==> src/design/crcfc_pkg.sv <==
// Shared constants, types and the CRC-32 byte update for the frame checker.
package crcfc_pkg;

   localparam int unsigned BYTE_W    = 8;
   localparam int unsigned COUNT_W   = 17;
   localparam int unsigned CRC_W     = 32;
   localparam int unsigned SEQ_W     = 16;
   localparam int unsigned LEN_W     = 16;
   localparam int unsigned STATUS_W  = 2;
   localparam int unsigned RSP_DATA_W = 64;

   localparam logic [COUNT_W-1:0] HDR_BYTES   = 17'd10;
   localparam logic [COUNT_W-1:0] CRC_HDR_END = 17'd6;
   localparam logic [COUNT_W-1:0] COUNT_MAX   = 17'h1FFFF;
   localparam logic [CRC_W-1:0]   CRC_INIT    = 32'hFFFF_FFFF;
   localparam logic [CRC_W-1:0]   CRC_POLY    = 32'hEDB8_8320;

   // Header byte positions
   localparam logic [3:0] POS_TYPE    = 4'd0;
   localparam logic [3:0] POS_SEQ_HI  = 4'd1;
   localparam logic [3:0] POS_SEQ_LO  = 4'd2;
   localparam logic [3:0] POS_LEN_HI  = 4'd3;
   localparam logic [3:0] POS_LEN_LO  = 4'd4;
   localparam logic [3:0] POS_FLAGS   = 4'd5;

   // Status codes
   localparam logic [STATUS_W-1:0] ST_OK       = 2'd0;
   localparam logic [STATUS_W-1:0] ST_TRUNC    = 2'd1;
   localparam logic [STATUS_W-1:0] ST_CRC_FAIL = 2'd2;

   // Result kinds
   localparam logic KIND_DATA   = 1'b0;
   localparam logic KIND_STATUS = 1'b1;

   // Queue sizing
   localparam int unsigned Q_DEPTH = 4;
   localparam int unsigned Q_AW    = $clog2(Q_DEPTH);
   localparam int unsigned Q_CW    = $clog2(Q_DEPTH + 1);

   // One queued job: an optional data beat and an optional status beat
   typedef struct packed {
      logic                has_data;
      logic [BYTE_W-1:0]   data;
      logic                has_status;
      logic [STATUS_W-1:0] status;
      logic [BYTE_W-1:0]   frame_type;
      logic [SEQ_W-1:0]    seq_num;
      logic [LEN_W-1:0]    length;
      logic [BYTE_W-1:0]   flags;
   } job_type;

   // Reflected CRC-32 update by one byte
   function automatic logic [CRC_W-1:0] crc_byte(input logic [CRC_W-1:0] crc,
                                                 input logic [BYTE_W-1:0] b);
      logic [CRC_W-1:0] c;
      c = crc ^ {{(CRC_W-BYTE_W){1'b0}}, b};
      for (int i = 0; i < BYTE_W; i++) begin
         c = c[0] ? ((c >> 1) ^ CRC_POLY) : (c >> 1);
      end
      return c;
   endfunction

endpackage

==> src/design/crcfc_front.sv <==
// Front end: header decode, CRC accumulation and job generation per byte.
module crcfc_front
   import crcfc_pkg::*;
(
   input  logic              clock,
   input  logic              reset,
   input  logic              in_beat,
   input  logic [BYTE_W-1:0] in_byte,
   input  logic              in_end,
   output logic              push,
   output job_type           job
);

   logic [COUNT_W-1:0] count_ff, count_in;
   logic [CRC_W-1:0]   crc_ff, crc_in;
   logic [CRC_W-1:0]   stored_ff, stored_in;
   logic [BYTE_W-1:0]  type_ff, type_in;
   logic [SEQ_W-1:0]   seq_ff, seq_in;
   logic [LEN_W-1:0]   len_ff, len_in;
   logic [BYTE_W-1:0]  flags_ff, flags_in;

   logic                in_hdr;
   logic                data_pending;
   logic [COUNT_W-1:0]  frame_end_cur;
   logic [COUNT_W-1:0]  frame_end_new;
   logic [CRC_W-1:0]    crc_upd;
   logic [STATUS_W-1:0] status;

   assign in_hdr        = count_ff < HDR_BYTES;
   assign frame_end_cur = HDR_BYTES + {{(COUNT_W-LEN_W){1'b0}}, len_ff};
   assign data_pending  = !in_hdr && (count_ff < frame_end_cur);
   assign crc_upd       = crc_byte(crc_ff, in_byte);
   assign count_in      = (count_ff != COUNT_MAX) ? count_ff + 1'b1 : count_ff;

   // Header capture and CRC update for this byte
   always_comb begin
      type_in   = type_ff;
      seq_in    = seq_ff;
      len_in    = len_ff;
      flags_in  = flags_ff;
      stored_in = stored_ff;
      crc_in    = crc_ff;
      if (in_hdr) begin
         unique case (count_ff[3:0])
            POS_TYPE:   type_in  = in_byte;
            POS_SEQ_HI: seq_in   = {in_byte, seq_ff[BYTE_W-1:0]};
            POS_SEQ_LO: seq_in   = {seq_ff[SEQ_W-1:BYTE_W], in_byte};
            POS_LEN_HI: len_in   = {in_byte, len_ff[BYTE_W-1:0]};
            POS_LEN_LO: len_in   = {len_ff[LEN_W-1:BYTE_W], in_byte};
            POS_FLAGS:  flags_in = in_byte;
            default:    stored_in = {stored_ff[CRC_W-BYTE_W-1:0], in_byte};
         endcase
         if (count_ff < CRC_HDR_END) begin
            crc_in = crc_upd;
         end
      end else if (data_pending) begin
         crc_in = crc_upd;
      end
   end

   // End of frame verdict, from the values after this byte
   assign frame_end_new = HDR_BYTES + {{(COUNT_W-LEN_W){1'b0}}, len_in};
   always_comb begin
      priority if (count_in < frame_end_new) begin
         status = ST_TRUNC;
      end else if ((crc_in ^ CRC_INIT) != stored_in) begin
         status = ST_CRC_FAIL;
      end else begin
         status = ST_OK;
      end
   end

   assign push           = in_beat && (data_pending || in_end);
   assign job.has_data   = data_pending;
   assign job.data       = in_byte;
   assign job.has_status = in_end;
   assign job.status     = status;
   assign job.frame_type = type_in;
   assign job.seq_num    = seq_in;
   assign job.length     = len_in;
   assign job.flags      = flags_in;

   // Frame state; cleared after each status
   always_ff @(posedge clock) begin
      if (reset || (in_beat && in_end)) begin
         count_ff  <= '0;
         crc_ff    <= CRC_INIT;
         stored_ff <= '0;
         type_ff   <= '0;
         seq_ff    <= '0;
         len_ff    <= '0;
         flags_ff  <= '0;
      end else if (in_beat) begin
         count_ff  <= count_in;
         crc_ff    <= crc_in;
         stored_ff <= stored_in;
         type_ff   <= type_in;
         seq_ff    <= seq_in;
         len_ff    <= len_in;
         flags_ff  <= flags_in;
      end
   end

endmodule

==> config.mk <==
export PLATFORM = sky130hd
export DESIGN_NAME = crcfc_front
export DESIGN_NICKNAME = d
export VERILOG_FILES = /design/src/design/crcfc_pkg.sv /design/src/design/crcfc_front.sv
export SDC_FILE = /design/constraint.sdc
export NUM_CORES = 1
export LEC_CHECK = 0
export BUFFER_PORTS_ARGS = -buffer_cell sky130_fd_sc_hd__buf_2
export CELL_PAD_IN_SITES_DETAIL_PLACEMENT = 0
export CELL_PAD_IN_SITES_GLOBAL_PLACEMENT = 1
export CORE_MARGIN = 5
export CORE_UTILIZATION = 49
export CTS_CLUSTER_SIZE = 12
export DETAILED_ROUTE_END_ITERATION = 12
export PLACE_DENSITY = 0.88
export RECOVER_POWER = 100
export SYNTH_ARGS = -nofsm -noshare
export SYNTH_HDL_FRONTEND = slang
export SYNTH_SLANG_ARGS = --single-unit
==> constraint.sdc <==
create_clock -name clock -period 7.4 [get_ports clock]
set_input_delay 0.74 -clock clock [delete_from_list [all_inputs] [get_ports clock]]
set_output_delay 0.74 -clock clock [all_outputs]
set_load 0.01 [all_outputs]
## Word level (Yosys, flattened, before mapping)

Cells that the tools add are included.

| operators by class | value |
|---|---|
| reductions and logical operators | 8 |
| bitwise logic cells | 10 |
| add/sub/neg operators | 3 |
| multiplexer cells | 24 |
| multipliers | 0 |
| shift-type cells | 0 |
| div/mod/pow operators | 0 |
| magnitude comparators | 4 |
| equal/unequal tests | 7 |

Operators with widths:

| cell | number |
|---|---|
| 2-to-1 mux 32 bit | 13 |
| inverter 13 -> 14 bit | 8 |
| one-hot mux 16 bit (2 select lines) | 2 |
| adder 4 x 16 -> 17 bit (first input constant) | 2 |
| less-than comparator 17 bit | 2 |
| 2-to-1 mux 16 bit | 2 |
| 2-to-1 mux 8 bit | 4 |
| != test 32 bit | 1 |
| inverter 32 bit | 1 |
| bitwise XOR 32 x 8 -> 32 bit | 1 |
| adder 17 x 1 -> 17 bit (second input constant) | 1 |
| less-than comparator 17 x 3 -> 1 bit (second input constant) | 1 |
| less-than comparator 17 x 4 -> 1 bit (second input constant) | 1 |
| 2-to-1 mux 17 bit | 1 |
| != test 17 bit (second input constant) | 1 |
| == test 4 x 2 -> 1 bit (second input constant) | 2 |
| == test 4 x 3 -> 1 bit (second input constant) | 2 |
| OR reduction 6 bit | 1 |
| == test 4 x 1 -> 1 bit (second input constant) | 1 |
| zero test 4 bit | 1 |
| 2-to-1 mux 2 bit | 2 |
| logical AND 1 bit | 3 |
| logical OR 1 bit | 2 |
| zero test 1 bit | 1 |

| storage, ports and cells | value |
|---|---|
| bits in read-only memories | 0 |
| memories kept | 0 |
| RAM bits | 0 |
| flip-flop bits (word level) | 129 |
| input port bits | 12 |
| output and inout bits | 61 |
| bits in latches | 0 |

## Depth between registers and ports, before layout

Gate-level depths: netlist (run 1).

| depth | value |
|---|---|
| word-level depth | 23 |
| gate-level depth with buffers | 23 |

## Worst setup path before layout (run 1)

OpenSTA, ideal clock, no wires.

| path | value |
|---|---|
| kind | register to output |
| from | register count_ff[10] |
| to | output job[49] (netlist name) |
| data arrival time | 4.150 ns |
| slack | 2.510 ns |
| cell stages (with the launch flop) | 23 |
| buffers on the path | 2 |
| cells stage by stage | dfxtp_1 > buf_2 > nor3_1 > and4_4 > nand4b_1 > clkbuf_1 > mux2i_1 > inv_1 > ha_1 > o21ai_0 > nor2_1 > xnor2_1 > ha_1 > a21o_1 > a21o_1 > a21o_1 > a21o_1 > a21o_1 > a21o_1 > a21oi_1 > o31ai_1 > a21oi_1 > a31oi_1 |

RTL lines:

| element | RTL line | text |
|---|---|---|
| start, declared | crcfc_front.sv:14 | `logic [COUNT_W-1:0] count_ff, count_in;` |
| start signal, assigned | crcfc_front.sv:94 | `count_ff <= count_in;` |
| end, declared | crcfc_front.sv:11 | `output job_type job` |

==> flow_summary.ini, run 1 <==
[run_status]
status = finished with violations
violations = capacitance limit, slew limit

[placed_design]
place_inst = 1349
placed_cell_area_um2 = 9300
place.detailed.hpwl_mm = 17.0
place.gp.congestion = 0.860
dp_slack_ps = 1650
port-buffer-count = 72

[synth]
synth_nets = 1172
synth_cell_types = 61
synthTopCellsByArea = dfxtp_1 29%, nand2_1 7.7%, xnor2_1 7.0%
synth_area_um2 = 8960
syn_avg_cell_area_um2 = 7.98
yosysSeqAreaShare = 0.288
yosysWarnings = 0
netlist_instances = 1122
synthArstFlopShare = 0
yosysTopAreaCellShare = 0.288
synth_edf_count = 0
ys_ff_latch = 129
synth_flop_cell = dfxtp_1
synth_top_cell_by_area = dfxtp_1

[critical_path]
worstSetupPathType = flip-flop to primary output
cp-end-kind = primary output
arrival_ps = 5700
worstPathRequired_ps = 6660
critical_path.startpoint_type = flip-flop
critPathMaxFanout = 8
r2r_cells = 12

[sta]
maxSlewHeadroom = -1.55
tightest_slew_ps = 3830
finClkSkew_ps = 12.7
finalSetupViolCount = 0
slew_violations = 208
clock.fmax_mhz = 155
worst_slack_ps = 963
hold_viol = 0
min_period_over_period = 0.870
setup_tns_ps = 0
final.min_clock_period_ps = 6440
rsz0062_at_grt = false

[cells_and_area]
fin_nets = 1189
utilization = 0.545
area_growth_syn_to_layout_pct = 9.30
n_antenna_cell = 0
final_area_um2 = 9790
fin_cells = 1381
drive_gt1_frac = 0.0807
fillers = 1705

[cts]
cts_tree = yes
clock-sinks = 129
h-tree-depth = 4
clk_pin_slew_ps = 60
cts_setup_buffers = 0
clk_latency_ps = 430
cts_resized = 0
cts_buffers = 17
clockBufferDepth = 2
cts_hold_buf = 0
clockRootBuffer = clkbuf_16

[pwr]
p_per_area_nw_per_um2 = 265
vdd_ir_drop_max_v = 0.000184
p_leak_nw = 4.10

[die]
coreArea_um2 = 18000
start_util = 0.499
die_width_um = 145
rows = 49
die-area_um2 = 21100
dieHeight_um = 145
io_pins = 73

[routing]
ant_nets = 0
drt-total-wl_mm = 24.5
vias = 7842
drt-initial-drc-count = 603
routedWlPerCell_um = 17.7
avgViaCountPerCell = 5.68
first_pass_iters = 5
drc = 0

[global_routing]
grt_pass1_vias = 7495
grt_overflow = 0
grt_start_max_net_pins = 98
grt_pass1_wl_mm = 39.8
grt_use_total = 0.227
antenna_found_initial = 0

[min_path]
hold_depth = 2
hold_path.class = flip-flop to flip-flop

[job]
maxCapViolCount = 3
## power by group
group          total (mW)  internal [mW]  switching (mW)
Combinational       0.965          0.419           0.545
Clock               0.841          0.482           0.359
Sequential          0.786          0.739          0.0470
Total                2.59           1.64           0.951
## cells in the final DEF (no fill, tap or decap), drive strengths merged, types with 2 or more instances in the layout
| cell type | instances |
|---|---|
| nand2 | 183 |
| dfxtp | 129 |
| nor2 | 85 |
| xnor2 | 85 |
| a21oi | 82 |
| clkbuf | 66 |
| mux2i | 58 |
| xor2 | 56 |
| nand3 | 47 |
| o21ai | 45 |
| ha | 38 |
| inv | 33 |
| buf | 32 |
| nor3 | 21 |
| and3 | 19 |
| a22o | 16 |
| a21o | 16 |
| a211oi | 16 |
| mux2 | 16 |
| nand4 | 14 |
| or3 | 11 |
| o211ai | 10 |
| and2 | 9 |
| nor2b | 7 |
| a21boi | 7 |
| nand4b | 6 |
| nor4 | 5 |
| and4 | 4 |
| or4 | 4 |
| nand2b | 3 |
| a31oi | 3 |
| clkinv | 3 |
| and3b | 2 |
| clkinvlp | 2 |
## synthesized netlist by cell type, types with 10 or more instances
master,count
nor2_1,84
or3_1,11
xor2_1,56
o211ai_1,10
and3_1,19
xnor2_1,72
a22o_1,16
clkbuf_1,48
ha_1,38
mux2i_1,58
dfxtp_1,129
nand4_1,14
o21ai_0,44
a21oi_1,81
nand2_1,183
inv_1,25
a21o_1,16
buf_4,14
a211oi_1,16
buf_2,13
nand3_1,47
mux2_2,16
nor3_1,21
## registers in the layout (all words and copies together) (netlist names)
name,flops
flags_ff,8
count_ff,17
crc_ff,32
len_ff,16
seq_ff,16
type_ff,8
stored_ff,32
## cells by family (layout without fill, tap and decap cells)
group / after synthesis / in the layout / share of synthesized area
AO/OA/AOI/OAI: 209 / 209 / 0.146
XOR/XNOR: 141 / 141 / 0.154
adder cells (fa/ha/maj): 38 / 38 / 0.0531
buffers and inverters: 107 / 137 / 0.0534
flip-flops: 129 / 129 / 0.288
multiplexers: 75 / 75 / 0.0875
AND/OR/NAND/NOR: 423 / 423 / 0.218
## worst paths after layout
kind / startpoint / endpoint / slack [ps]
setup / recovery: count_ff[13]$_SDFFE_PP0P_ / job[49] / 960
hold / removal: stored_ff[30]$_SDFFE_PP0P_ / stored_ff[30]$_SDFFE_PP0P_ / 450
setup reg to reg: len_ff[1]$_SDFFE_PP0P_ / crc_ff[19]$_SDFFE_PP1P_ / 3060
hold reg to reg: stored_ff[30]$_SDFFE_PP0P_ / stored_ff[30]$_SDFFE_PP0P_ / 450
## worst max-delay path: stages (launching register included)
cell and delay, ps:
dfxtp_1 390, nor4_1 370, and4_1 350, nor2b_1 620, and3b_1 550, mux2i_1 470
inv_1 120, nand3_1 140, nor2_1 80, xnor2_1 120, ha_1 300, a21o_1 160
a21o_1 160, a21o_1 170, a21o_1 160, a21o_1 180, a21oi_1 190, o31ai_1 110
a21oi_1 330, a31oi_1 130, clkbuf_1 160
## per-layer routing
layer,vias to the layer above,part of all wire,global-route usage
met4,0,0.014,0.0728
li1,3906,-,-
met2,239,0.43,0.343
met5,-,0,0
met3,21,0.072,0.0468
met1,3676,0.48,0.325
## area by class of cell
type                       instances  area (um^2)  area share
clock buffer                      18          439      0.0449
multi-input combinational        886         5890       0.601
tap                              229          287      0.0293
timing repair buffer              80          358      0.0366
clock inverter                    14          144      0.0147
sequential                       129         2580       0.264
inverter                          25         93.8     0.00959
## stage by stage
step           power, mW  hold WS [ps]
6_report            2.59           453
2_1_floorplan       1.56           436
4_1_cts             2.60           456
5_1_grt             2.73           479
3_5_place_dp        1.75           446
3_3_place_gp        1.75           441
Note: power is estimated with default switching activity, not from simulation.
==> run 2: changes to the inputs <==
--- a/config.mk
+++ b/config.mk
@@ -9,10 +9,11 @@
 export CELL_PAD_IN_SITES_DETAIL_PLACEMENT = 0
 export CELL_PAD_IN_SITES_GLOBAL_PLACEMENT = 1
 export CORE_MARGIN = 5
-export CORE_UTILIZATION = 49
+export CORE_UTILIZATION = 51
+export CTS_BUF_LIST = sky130_fd_sc_hd__clkbuf_4 sky130_fd_sc_hd__clkbuf_8
 export CTS_CLUSTER_SIZE = 12
 export DETAILED_ROUTE_END_ITERATION = 12
-export PLACE_DENSITY = 0.88
+export PLACE_DENSITY = 0.91
 export RECOVER_POWER = 100
 export SYNTH_ARGS = -nofsm -noshare
 export SYNTH_HDL_FRONTEND = slang
==> flow_summary.ini, run 2 (synthesized netlist as in run 1, its figures left out) <==
[run_status]
status = finished with violations
violations = capacitance limit, slew limit

[critical_path]
path_delay_family = compound AO/OA/AOI/OAI gates
worstSetupPathType = flip-flop to primary output
cp.buffers_inverters = 2
r2r_end = crc_ff[9]$_SDFFE_PP1P_
cp-end-kind = primary output
arrival_ps = 5950
cp_slowest_cell = o21ai_0
cpPeakStageDelay_ps = 600
cp-endpoint = job[49]
ff2ff_setup_slack_ps = 1790
r2r_cells = 13
critPathMaxFanout = 8
cp-startpoint = count_ff[13]$_SDFFE_PP0P_
critical_path.startpoint_type = flip-flop
cp_cell_sequence = nor4_1 > and4_1 > nand4b_1 > mux2i_1 > inv_1 > ha_1 > o21ai_0 > nor2_1 > xnor2_1 > ha_1 > a21o_1 > a21o_1 > a21o_1 > a21o_1 > a21o_1 > a21o_1 > a21oi_1 > o31ai_1 > a21oi_1 > a31oi_1 > clkbuf_1
r2r_start = len_ff[6]$_SDFFE_PP0P_
crit_top_cell = a21o_1
worstPathRequired_ps = 6660
crit_cells = 21

[cells_and_area]
top_regs = crc_ff x32, stored_ff x32, count_ff x17
fin_cells = 1377
final_area_um2 = 9600
area_growth_syn_to_layout_pct = 7.19
n_antenna_cell = 0
final_common_cell = nand2_1
fin_nets = 1189
drive_gt1_frac = 0.0799
fillers = 1626
layout_common_cells = 183 x nand2_1, 129 x dfxtp_1, 84 x nor2_1

[sta]
finalSetupViolCount = 0
rsz0062_at_grt = false
tightest_slew_ps = 3280
final.min_clock_period_ps = 6690
maxSlewHeadroom = -1.18
min_period_over_period = 0.903
hold_viol = 0
clock.fmax_mhz = 150
setup_tns_ps = 0
finClkSkew_ps = 9.59
whs_ps = 455
slew_violations = 160
worst_slack_ps = 714

[die]
io_pins = 73
die-area_um2 = 20300
dieHeight_um = 143
coreArea_um2 = 17200
rows = 48
start_util = 0.520
die_width_um = 143

[pwr]
vdd_ir_drop_max_v = 0.000145
p_per_area_nw_per_um2 = 246
p_leak_nw = 4.02

[global_routing]
grt_start_max_net_pins = 98
grt_pass1_vias = 7279
grt_pass1_wl_mm = 38.8
antenna_found_initial = 0
grt_use_total = 0.238
grt_overflow = 0

[routing]
wl_met2_mm = 10.4
drt-initial-drc-count = 553
top_layer_used = met4
drt-total-wl_mm = 24.0
routedWlPerCell_um = 17.4
ant_nets = 0
avgViaCountPerCell = 5.70
vias = 7853
met3WireLength_mm = 1.68
drt-met1-wl_mm = 11.5
first_pass_iters = 5
drc = 0

[cts]
cts_tree = yes
h-tree-depth = 4
cts_hold_buf = 0
clk_pin_slew_ps = 80
clockBufferDepth = 2
cts_buffers = 17
clk_latency_ps = 460
clockRootBuffer = clkbuf_8
cts_setup_buffers = 0
clock-sinks = 129
cts_resized = 0

[placed_design]
place.gp.congestion = 0.913
dp_slack_ps = 1460
place_inst = 1345
placed_cell_area_um2 = 9290
port-buffer-count = 72
place.detailed.hpwl_mm = 16.6

[min_path]
hold_path.class = flip-flop to flip-flop
hp-start = stored_ff[29]$_SDFFE_PP0P_

[job]
maxCapViolCount = 3
-- run 2: cell count changes in the layout (fill, tap and decap cells not counted), sizes merged --
cell / previous run / this run
buf: 32 / 35
inv: 33 / 29
bufinv: 1 / 2
clkbuf: 66 / 63
clkinv: 3 / 4
clkinvlp: 2 / 4
-- run 2: final cells by class --
| type | instances | area, um^2 | area share |
|---|---|---|---|
| multi-input combinational | 886 | 5880 | 0.613 |
| clock buffer | 18 | 241 | 0.0252 |
| sequential | 129 | 2580 | 0.269 |
| inverter | 25 | 93.8 | 0.00977 |
| tap | 225 | 282 | 0.0293 |
| timing repair buffer | 80 | 362 | 0.0377 |
| clock inverter | 14 | 156 | 0.0163 |
-- run 2: power by group --
part           switching, mW  total [mW]  internal [mW]
sequential            0.0482       0.786          0.738
combinational          0.541       0.957          0.417
clock                  0.313       0.620          0.307
total                  0.902        2.36           1.46
-- run 2: metal layers --
metal | track usage | vias to the layer above
met4 | 0.0695 | 0
met5 | 0 | -
met2 | 0.359 | 233
met3 | 0.0494 | 25
li1 | - | 3903
met1 | 0.344 | 3692
-- run 2: worst min path at each step --
stage / to / slack, ps / cells after the start
global placement: stored_ff[28]$_SDFFE_PP0P_ / 440 / 2
detailed placement: stored_ff[29]$_SDFFE_PP0P_ / 450 / 2
floorplan: stored_ff[24]$_SDFFE_PP0P_ / 440 / 2
global route: stored_ff[27]$_SDFFE_PP0P_ / 480 / 2
CTS: stored_ff[29]$_SDFFE_PP0P_ / 460 / 2
finish: stored_ff[29]$_SDFFE_PP0P_ / 450 / 2
-- run 2: metrics by stage --
stage           util  power (mW)
3_3_place_gp   0.539        1.75
2_1_floorplan      -        1.56
5_1_grt        0.557        2.51
4_1_cts        0.562        2.38
3_5_place_dp   0.539        1.75
6_report       0.557        2.36
-- run 2: tightest hold or removal path, stage by stage, from the launching register on --
cell and delay (ps):
dfxtp_1 310, nand2_1 50, a21oi_1 50
